$ cat src/rtl/hsmtf_pkg.sv
// Shared constants, types and helper functions of the half scale mirror tile framer.
package hsmtf_pkg;

    localparam int MAX_WIDTH  = 256;
    localparam int MAX_HEIGHT = 256;
    localparam int FRAME_MIN  = 4;
    localparam int FRAME_MAX  = 20;

    localparam int HALF_W     = (MAX_WIDTH + 1) / 2;
    localparam int HALF_H     = (MAX_HEIGHT + 1) / 2;
    localparam int STORE_DEPTH = HALF_W * HALF_H;
    localparam int ADDR_W     = $clog2(STORE_DEPTH);
    localparam int HROW_W     = $clog2(HALF_H);
    localparam int HCOL_W     = $clog2(HALF_W);

    localparam int LROW_W     = $clog2(MAX_HEIGHT);
    localparam int LCOL_W     = $clog2(MAX_WIDTH);

    localparam int MAX_DIM    = (MAX_WIDTH > MAX_HEIGHT) ? MAX_WIDTH : MAX_HEIGHT;
    localparam int POS_W      = $clog2(MAX_DIM + 3 * FRAME_MAX);
    localparam int SUM_W      = POS_W + 1;

    localparam int DIM_REG_W  = 9;
    localparam int FRAME_REG_W = 5;
    localparam int COLOR_W    = 8;
    localparam int PIXEL_W    = 3 * COLOR_W;

    localparam int CFG_INDEX_W = 3;
    localparam int CFG_DATA_W  = 9;

    localparam logic [CFG_INDEX_W-1:0] CFG_SOURCE_WIDTH  = 3'd0;
    localparam logic [CFG_INDEX_W-1:0] CFG_SOURCE_HEIGHT = 3'd1;
    localparam logic [CFG_INDEX_W-1:0] CFG_FRAME_SIZE    = 3'd2;
    localparam logic [CFG_INDEX_W-1:0] CFG_FRAME_RED     = 3'd3;
    localparam logic [CFG_INDEX_W-1:0] CFG_FRAME_GREEN   = 3'd4;
    localparam logic [CFG_INDEX_W-1:0] CFG_FRAME_BLUE    = 3'd5;

    localparam logic OP_LOAD  = 1'b0;
    localparam logic OP_FETCH = 1'b1;

    typedef struct packed {
        logic [DIM_REG_W-1:0]   source_width;
        logic [DIM_REG_W-1:0]   source_height;
        logic [FRAME_REG_W-1:0] frame_size;
    } geom_t;

    typedef struct packed {
        logic              we;
        logic              re;
        logic [ADDR_W-1:0] addr;
        logic              use_store;
        logic              row_end;
        logic              image_end;
    } ctrl_t;

    function automatic logic [SUM_W-1:0] clamp_dim(input logic [DIM_REG_W-1:0] v,
                                                   input int max_v);
        logic [SUM_W-1:0] r;
        r = SUM_W'(v);
        if (v == '0) begin
            r = SUM_W'(1);
        end else if (r > SUM_W'(max_v)) begin
            r = SUM_W'(max_v);
        end
        return r;
    endfunction

    function automatic logic [SUM_W-1:0] clamp_frame(input logic [FRAME_REG_W-1:0] v);
        logic [SUM_W-1:0] r;
        r = SUM_W'(v);
        if (r < SUM_W'(FRAME_MIN)) begin
            r = SUM_W'(FRAME_MIN);
        end else if (r > SUM_W'(FRAME_MAX)) begin
            r = SUM_W'(FRAME_MAX);
        end
        return r;
    endfunction

endpackage

$ cat src/rtl/hsmtf_ctrl.sv
// Load and fetch position counters with the store address and tile mapping.
module hsmtf_ctrl (
    input  logic                  aclk,
    input  logic                  aresetn,
    input  logic                  accept,
    input  logic                  operation,
    input  hsmtf_pkg::geom_t      geom,
    output hsmtf_pkg::ctrl_t      ctrl
);

    localparam int SW = hsmtf_pkg::SUM_W;

    logic [hsmtf_pkg::LROW_W-1:0] load_row_reg, load_row_next;
    logic [hsmtf_pkg::LCOL_W-1:0] load_col_reg, load_col_next;
    logic [hsmtf_pkg::POS_W-1:0]  emit_row_reg, emit_row_next;
    logic [hsmtf_pkg::POS_W-1:0]  emit_col_reg, emit_col_next;

    logic [SW-1:0] w_e, h_e, n_e, hw_e, hh_e, ow, oh, up, rs, rend;
    logic [SW-1:0] r_e, c_e, lr_e, lc_e, i_e, j_e;
    logic          row_ok, col_ok, load_ok, row_end, image_end;
    logic [hsmtf_pkg::HROW_W-1:0] ld_i, em_i;
    logic [hsmtf_pkg::HCOL_W-1:0] ld_j, em_j;
    logic [hsmtf_pkg::ADDR_W-1:0] ld_addr, em_addr;
    logic          do_load, do_fetch;

    always_comb begin
        w_e  = hsmtf_pkg::clamp_dim(geom.source_width, hsmtf_pkg::MAX_WIDTH);
        h_e  = hsmtf_pkg::clamp_dim(geom.source_height, hsmtf_pkg::MAX_HEIGHT);
        n_e  = hsmtf_pkg::clamp_frame(geom.frame_size);
        hw_e = (w_e + SW'(1)) >> 1;
        hh_e = (h_e + SW'(1)) >> 1;
        ow   = w_e + (n_e << 1) + n_e;
        oh   = h_e + (n_e << 1) + n_e;
        up   = (h_e >> 1) + (n_e << 1);
        rend = w_e - SW'(1) + (n_e << 1);
        rs   = w_e - hw_e + (n_e << 1);
        r_e  = SW'(emit_row_reg);
        c_e  = SW'(emit_col_reg);
        lr_e = SW'(load_row_reg);
        lc_e = SW'(load_col_reg);

        row_ok = 1'b1;
        i_e    = '0;
        if (r_e >= n_e && r_e < n_e + hh_e) begin
            i_e = hh_e - SW'(1) + n_e - r_e;
        end else if (r_e >= up && r_e < up + hh_e) begin
            i_e = r_e - up;
        end else begin
            row_ok = 1'b0;
        end

        col_ok = 1'b1;
        j_e    = '0;
        if (c_e >= n_e && c_e < n_e + hw_e) begin
            j_e = c_e - n_e;
        end else if (c_e >= rs && c_e <= rend) begin
            j_e = rend - c_e;
        end else begin
            col_ok = 1'b0;
        end

        em_i    = i_e[hsmtf_pkg::HROW_W-1:0];
        em_j    = j_e[hsmtf_pkg::HCOL_W-1:0];
        em_addr = hsmtf_pkg::ADDR_W'(em_i) * hsmtf_pkg::ADDR_W'(hsmtf_pkg::HALF_W)
                  + hsmtf_pkg::ADDR_W'(em_j);

        row_end   = (c_e + SW'(1)) >= ow;
        image_end = row_end && ((r_e + SW'(1)) >= oh);

        load_ok = (lr_e < h_e) && (lc_e < w_e) && !load_row_reg[0] && !load_col_reg[0];
        ld_i    = hsmtf_pkg::HROW_W'(load_row_reg >> 1);
        ld_j    = hsmtf_pkg::HCOL_W'(load_col_reg >> 1);
        ld_addr = hsmtf_pkg::ADDR_W'(ld_i) * hsmtf_pkg::ADDR_W'(hsmtf_pkg::HALF_W)
                  + hsmtf_pkg::ADDR_W'(ld_j);

        do_load  = accept && (operation == hsmtf_pkg::OP_LOAD);
        do_fetch = accept && (operation == hsmtf_pkg::OP_FETCH);

        load_row_next = load_row_reg;
        load_col_next = load_col_reg;
        if (do_load) begin
            if ((lc_e + SW'(1)) >= w_e) begin
                load_col_next = '0;
                if ((lr_e + SW'(1)) >= h_e) begin
                    load_row_next = '0;
                end else begin
                    load_row_next = load_row_reg + 1'b1;
                end
            end else begin
                load_col_next = load_col_reg + 1'b1;
            end
        end

        emit_row_next = emit_row_reg;
        emit_col_next = emit_col_reg;
        if (do_fetch) begin
            if (row_end) begin
                emit_col_next = '0;
                emit_row_next = image_end ? '0 : emit_row_reg + 1'b1;
            end else begin
                emit_col_next = emit_col_reg + 1'b1;
            end
        end

        ctrl.we        = do_load && load_ok;
        ctrl.re        = do_fetch;
        ctrl.addr      = do_load ? ld_addr : em_addr;
        ctrl.use_store = row_ok && col_ok;
        ctrl.row_end   = row_end;
        ctrl.image_end = image_end;
    end

    always_ff @(posedge aclk) begin
        if (!aresetn) begin
            load_row_reg <= '0;
            load_col_reg <= '0;
            emit_row_reg <= '0;
            emit_col_reg <= '0;
        end else begin
            load_row_reg <= load_row_next;
            load_col_reg <= load_col_next;
            emit_row_reg <= emit_row_next;
            emit_col_reg <= emit_col_next;
        end
    end

endmodule

$ cat config.mk
export PLATFORM = sky130hd
export DESIGN_NAME = hsmtf_ctrl
export DESIGN_NICKNAME = d
export VERILOG_FILES = /design/src/rtl/hsmtf_pkg.sv /design/src/rtl/hsmtf_ctrl.sv
export SDC_FILE = /design/constraint.sdc
export NUM_CORES = 1
export LEC_CHECK = 0
export ABC_AREA = 1
export BUFFER_PORTS_ARGS = -buffer_cell sky130_fd_sc_hd__clkbuf_2
export CORE_MARGIN = 1
export CORE_UTILIZATION = 70
export DETAILED_ROUTE_END_ITERATION = 10
export GPL_ROUTABILITY_DRIVEN = 0
export PLACE_DENSITY = 0.89
export RECOVER_POWER = 25
export SYNTH_ARGS = -nofsm -noshare
export SYNTH_HDL_FRONTEND = slang
export SYNTH_SLANG_ARGS = --single-unit
$ cat constraint.sdc
create_clock -name aclk -period 12.5 [get_ports aclk]
set_input_delay 0.625 -clock aclk [delete_from_list [all_inputs] [get_ports aclk]]
set_output_delay 0.625 -clock aclk [all_outputs]
set_load 0.05 [all_outputs]
==> metrics.md, run 1 <==
| Metric | Value |
|---|---|
| CTS Root Buffer Type | `clkbuf_16` |
| Worst skew pair latency | `0.29 ns` |
| RSZ-0062 raised after global routing | `no` |
| Post-Syn Area | `9020 µm²` |
| Die Y | `116 µm` |
| Core footprint | `12,600 µm²` |
| Combinational group share of total power | `0.618` |
| Sequential element share of the synthesized area | `0.0755` |
| Crit end category | `output port` |
| Layout area overhead | `5.88%` |
| CTS HTree Levels | `2` |
| Hold Violations, Final | `0` |
| Initial Utilization | `0.718` |
| DIE WIDTH | `116 µm` |
| Post-CTS Setup Inserts | `0` |
| Post-CTS Hold Buffers | `0` |
| Synth Instances | `1,320` |
| P_sw | `0.000319 W` |
| Placed inst area | `9400 µm²` |
| Least-Margin Pin Slew | `1.06 ns` |
| Commonest cells after routing, fill and taps aside | `nand2_1, inv_1, ha_1, nor2_1, a21oi_1` |
| Worst setup margin | `5.50 ns` |
| Final core occ | `0.760` |
| Compound-gate portion of the synthesized area | `0.125` |
| CTS tree | `built` |
| Clock power frac | `0.216` |
| Reg2Reg Launch Point | `emit_col_reg[1]$_SDFFE_PN0P_` |
| Post-synth ARST share | `0` |
| Largest stage delay, worst path | `0.67 ns` |
| Worst-path maximum fanout | `12` |
| Cell repeated most along the worst path | `a21oi_1` |
| Post-synth EDFFs | `0` |
| Ant diodes | `0` |
| Final Critical Period | `7.00 ns` |
| Tot GR Track Use | `0.385` |
| WS Path Type | `input port to output port` |
| Port buffer count | `45` |
| Nets | `1,623` |
| Row count | `41` |
| Netlist cell types | `50` |
| Commonest non-fill, non-tap cell in the layout | `nand2_1` |
| Power density cells | `70.8 nW/µm²` |
| Pleak | `5.36 nW` |
| Share of cells above drive strength 1 | `0.0844` |
| Vias in the first global route | `8,295` |
| Largest family of logic cells by synthesized area | `adder cells` |
| Vias per cell | `5.86` |
| Drt total wl | `25,000 µm` |
| Number of top-level pins | `46` |
| # DRC | `0` |
| Peak supply drop | `46.4 µV` |
| Maxcap violations | `0` |
| Fin crit share | `0.560` |
| Clock-pin slew on the worst setup and hold paths | `0.06 ns` |
| Setup violators final | `0` |
| Die area | `13,300 µm²` |
| Routed Antenna Nets | `0` |
| Worst Setup Start Kind | `input port` |
| Clock sink count | `34` |
| Synth Area per Inst | `6.83 µm²` |
| Critical Path Slowest Stage Cell | `inv_1` |
| Post-route cell area | `9550 µm²` |
| Initial antenna violation count | `0` |
| Ys flop type | `dfxtp_1` |
| Crit path max-delay family | `buffers and inverters` |
| Internal power component | `0.000357 W` |
| Arr. time, crit path | `6.38 ns` |
| Wirelength per Cell | `16.3 µm` |
| Final slew viol count | `0` |
| Status | `completed` |
| Sw Share | `0.472` |
| Worst Hold Class | `register to register` |
| Synth warnings | `0` |
| First-pass GRT wire length | `39,800 µm` |
| Pre-antenna DRT Iters | `6` |
| Vias | `8,993` |
| CTS Buffer Depth | `2` |
| Mux contribution to synthesized area | `0` |
| Final HPWL DP | `20,400 µm` |
| Hold_ws | `0.530 ns` |
| Part of the power in registers | `0.166` |
| Adder-cell share of the synthesized area | `0.351` |
| Slew margin rel. | `0.294` |
| Simple-gate share of the synthesized area | `0.251` |
| Required @ worst endpoint | `11.88 ns` |
| Crit. Startpoint | `geom[4]` |
| Hold_sp | `load_col_reg[7]$_SDFFE_PN0P_` |
| Largest net degree at the start of global routing | `30` |
| Grt ovf | `0` |
| XOR/XNOR Fraction of Synth Area | `0.0873` |
| Pre-CTS setup slack | `5.74 ns` |
| Clk_skew | `0.00605 ns` |
| R2r setup slk | `8.97 ns` |
| WP buf/inv | `5` |
| Starting DRT DRC Count | `867` |
| Fin Setup TNS | `0 ns` |
| CTS buffer count | `5` |
| Post_cts resized | `0` |
| F_max | `143 MHz` |
| Synthesized flop and latch total | `34` |
## power groups by stage
stage | combinational [W] | sequential (W) | clock, W
floorplan | 0.000312 | 0.000114 | 0
global placement | 0.000387 | 0.000114 | 0
detailed placement | 0.000400 | 0.000114 | 0
CTS | 0.000408 | 0.000112 | 0.000147
global route | 0.000465 | 0.000112 | 0.000151
finish | 0.000418 | 0.000112 | 0.000146
## layer usage
layer	wire, µm	GRT usage	up-vias
met2	11000	0.623	499
met1	10400	0.504	4023
met5	0	0	-
met3	2800	0.0743	88
met4	835	0.153	0
li1	-	-	4383
## cell type report
cell class,instances,area (µm²)
tap,172,215
inverter,242,908
fill,977,3020
timing repair buffer,45,223
clock inverter,1,30.0
sequential,34,681
multi-input combinational,1033,7360
clock buffer,7,133
## cell families (layout without fill, tap and decap cells)
family,Yosys count,count (layout)
buffers and inverters,258,295
and+or+nand+nor,502,502
DFF,34,34
other,2,7
xor gates and xnor gates,89,89
AOI/OAI and AO/OA,200,200
adders and majority gates,235,235
## worst reg2reg max path: cells and delay by family, from the launching register on
kind,cells,cell delay [ns]
AND/OR/NAND/NOR,10,1.71
XOR/XNOR,1,0.16
AO/OA/AOI/OAI,1,0.16
flip-flops,1,0.61
buffers and inverters,3,0.49
adder cells (fa/ha/maj),1,0.31
## Yosys cell counts (4+ instances only)
cell type	instances	area, µm²
inv_2	27	101
nand2_2	7	43.8
a21o_1	10	75.1
nor2_4	5	56.3
nor2_1	113	424
nor2_2	11	68.8
inv_1	212	796
ha_1	205	2560
nor3_1	10	50.1
xnor2_1	27	236
xor2_1	61	534
nand2_1	237	890
a31oi_1	5	31.3
clkbuf_1	8	30.0
nor4_1	5	31.3
o21bai_1	6	45.0
o21ai_1	17	85.1
buf_4	4	30.0
dfxtp_1	34	681
nand4_1	20	125
a21oi_1	107	536
a21oi_2	4	35.0
nor3_2	4	40.0
nand3_1	73	365
o211ai_1	7	52.6
a22oi_1	4	30.0
fa_1	30	601
o21ai_0	28	140
## stage by stage
step / instances / total power, W
floorplan: 1325 / 0.000425
global placement: 1526 / 0.000502
detailed placement: 1526 / 0.000514
CTS: 1534 / 0.000667
global route: 1534 / 0.000728
finish: 1534 / 0.000676
## path summary, 6_finish.rpt
| check | endpoint | depth (start not counted) |
|---|---|---|
| worst min register to register | load_col_reg[7]$_SDFFE_PN0P_ | 2 |
| worst max-delay path | ctrl[15] | 27 |
| worst min-delay path | load_col_reg[7]$_SDFFE_PN0P_ | 2 |
| worst max register to register | emit_row_reg[7]$_SDFFE_PN0P_ | 16 |
Power figures use the tool's default switching activity.
==> run 2: changes to the inputs <==
Settings changed: ABC_AREA 1 to 0, CORE_UTILIZATION 70 to 58, PLACE_DENSITY 0.89 to 0.79.
Clock period 12.5 ns to 6.4 ns, I/O delays scaled along.
==> run 2 against run 1 <==
  * The run now ends with design-rule violations left
  * Global-route usage shrank 7.4 points
  * Via count shrank 6.3%
  * Design area down 1.1%
  * Setup slack got worse by 4.9 ns
  * Synthesized cell count down 15%
  * Die area grew 18%
  * Critical path depth is 6 lower
  * Total power increased by 91%
  * Cell count fell by 12%
  * Critical path type unchanged
==> metrics.md, run 2 <==
| Metric | Value |
|---|---|
| Initial Utilization | `0.602` |
| GR met1 Demand/Resource | `0.429` |
| WHS Path Cells | `2` |
| Die Y | `126 µm` |
| Fin crit share | `0.907` |
| Die area | `15,800 µm²` |
| Post-CTS Hold Buffers | `0` |
| Initial antenna violation count | `0` |
| Crit path max-delay family | `compound AO/OA/AOI/OAI gates` |
| WP buf/inv | `3` |
| Final HPWL DP | `19,700 µm` |
| Status | `finished with violations` |
| Largest net degree at the start of global routing | `43` |
| Number of top-level pins | `46` |
| Setup violators final | `0` |
| Commonest cells after routing, fill and taps aside | `ha_1, inv_1, nand2_1, nor2_1, a21oi_1` |
| Crit end category | `output port` |
| Clk_skew | `0.00247 ns` |
| Post-Syn Area | `8850 µm²` |
| P_sw | `0.000587 W` |
| Reg2Reg Launch Point | `emit_row_reg[2]$_SDFFE_PN0P_` |
| Crit-path cells | `clkbuf_2 > nor4_1 > a21oi_1 > nor2_1 > ha_1 > xor2_1 > inv_1 > fa_1 > nor2b_1 > o21ai_0 > a21oi_1 > o21ai_0 > xor2_1 > ha_1 > o21a_1 > o21ai_0 > a2111oi_1 > a211o_1 > nor2_1 > o41ai_1 > clkbuf_2` |
| WS Path Type | `input port to output port` |
| Synth Area per Inst | `7.93 µm²` |
| RSZ-0062 raised after global routing | `no` |
| Hold Violations, Final | `0` |
| Commonest non-fill, non-tap cell in the layout | `ha_1` |
| Synth warnings | `0` |
| Grt peak-use layer | `met2` |
| Top-count cell post-synth | `ha_1` |
| Ant diodes | `0` |
| Post_cts resized | `0` |
| Row count | `44` |
| Synth Instances | `1,116` |
| Required @ worst endpoint | `6.08 ns` |
| Internal power component | `0.000708 W` |
| F_max | `172 MHz` |
| Arr. time, crit path | `5.49 ns` |
| Hold Path End | `load_col_reg[1]$_SDFFE_PN0P_` |
| Clock sink count | `34` |
| Reg-to-Reg End | `emit_row_reg[0]$_SDFFE_PN0P_` |
| Critical Path Slowest Stage Cell | `a2111oi_1` |
| Cell repeated most along the worst path | `o21ai_0` |
| Worst Hold Class | `register to register` |
| Top cells by count, synth | `ha_1, inv_1, nand2_1` |
| Share of cells above drive strength 1 | `0.0655` |
| Worst skew pair latency | `0.29 ns` |
| Port buffer count | `45` |
| CTS HTree Levels | `2` |
| Final Critical Period | `5.81 ns` |
| Slew margin rel. | `0.361` |
| # DRC | `2` |
| CTS Buffer Depth | `2` |
| Grt ovf | `0` |
| Worst-path maximum fanout | `5` |
| Wirelength per Cell | `17.9 µm` |
| Hold_sp | `load_col_reg[1]$_SDFFE_PN0P_` |
| CTS tree | `built` |
| Routed Antenna Nets | `0` |
| Ys flop type | `dfxtp_1` |
| Combinational group share of total power | `0.640` |
| CTS Root Buffer Type | `clkbuf_16` |
| Clock-pin slew on the worst setup and hold paths | `0.06 ns` |
| Starting DRT DRC Count | `729` |
| Power density cells | `137 nW/µm²` |
| Layout area overhead | `6.73%` |
| Vias per cell | `6.26` |
| Tot GR Track Use | `0.311` |
| DIE WIDTH | `126 µm` |
| CTS buffer count | `5` |
| GR Layer Usage met3 | `0.0458` |
| Post-CTS Setup Inserts | `0` |
| Sequential element share of the synthesized area | `0.0769` |
| Final core occ | `0.642` |
| Largest area contributor in the netlist | `ha_1` |
| R2r setup slk | `2.68 ns` |
| Top area cells in the synthesized netlist | `ha_1, dfxtp_1, fa_1` |
| Reg2reg path depth | `10` |
| Fin Setup TNS | `0 ns` |
| Post-synth EDFFs | `0` |
| Failing checks | `design-rule violations` |
| Nets | `1,422` |
| Maxcap violations | `0` |
| Final slew viol count | `0` |
| Vias | `8,422` |
| Post-synth ARST share | `0` |
| Part of the power in registers | `0.167` |
| Worst Setup Start Kind | `input port` |
| Netlist cell types | `69` |
| First-pass GRT wire length | `39,100 µm` |
| Least-Margin Pin Slew | `0.953 ns` |
| Peak supply drop | `132 µV` |
| Pre-antenna DRT Iters | `8` |
| Vias in the first global route | `7,962` |
| Largest stage delay, worst path | `0.56 ns` |
| Synthesized flop and latch total | `34` |
| Hold_ws | `0.556 ns` |
| Clock power frac | `0.193` |
| Drt total wl | `24,100 µm` |
| Sw Share | `0.453` |
| Share of the synthesized area in the top cell type | `0.290` |
| Pleak | `4.59 nW` |
| Core footprint | `14,700 µm²` |
| Met2 usage | `0.490` |
[run 2: power groups by stage]
stage	clock network (W)	logic (W)	registers (W)
floorplan	0	0.000618	0.000220
global placement	0	0.000785	0.000221
detailed placement	0	0.000803	0.000221
CTS	0.000249	0.000813	0.000216
global route	0.000258	0.000919	0.000217
finish	0.000249	0.000829	0.000216
[run 2: worst register-to-register path: stages, from the launching register on]
cell and delay [ns]:
dfxtp_1 0.64, nand3_1 0.22, nor3_1 0.50, xnor2_1 0.15, ha_1 0.36, a2111o_1 0.43
a31oi_1 0.15, o21ai_0 0.18, a221oi_4 0.49, nand2_1 0.31, o22ai_1 0.22
[run 2: worst max-delay path by stage]
stage / endpoint / startpoint / slack (ns) / cells after the start
floorplan: ctrl[3] / geom[21] / 0.30 / 21
global placement: ctrl[5] / geom[22] / 0.86 / 22
detailed placement: ctrl[11] / geom[10] / 0.65 / 21
CTS: ctrl[11] / geom[10] / 0.63 / 21
global route: ctrl[11] / geom[10] / 0.06 / 21
finish: ctrl[11] / geom[10] / 0.59 / 21
[run 2: final cells by class]
cell class	instances	area [µm²]
clock inverter	1	5.00
multi-input combinational	947	7650
timing repair buffer	55	298
clock buffer	7	143
inverter	117	439
sequential	34	681
tap	184	230
fill	1277	5260
[run 2: cells by family after synthesis]
logic type                 count (synthesis)  share of synthesized area
and+or+nand+nor                          318                      0.180
AOI/OAI and AO/OA                        288                      0.223
adders and majority gates                235                      0.358
buffers and inverters                    140                     0.0611
xor gates and xnor gates                  94                     0.0946
DFF                                       34                     0.0769
muxes                                      5                    0.00580
other                                      2                   0.000849
[run 2: per-stage QoR]
| stage | cells | setup WS, ns | cell area (µm²) | total power, W |
|---|---|---|---|---|
| 6_report | 1345 | 0.595 | 9440 | 0.00129 |
| 5_1_grt | 1345 | 0.0612 | 9440 | 0.00139 |
| 4_1_cts | 1345 | 0.630 | 9450 | 0.00128 |
| 3_5_place_dp | 1337 | 0.648 | 9300 | 0.00102 |
| 3_3_place_gp | 1337 | 0.858 | 9300 | 0.00101 |
| 2_1_floorplan | 1121 | 0.304 | 8870 | 0.000838 |
[run 2: layer usage]
metal  vias up  part of all wire
li1       4121                 -
met1      3892              0.45
met2       354              0.44
met3        55             0.083
met4         0             0.028
met5         -                 0
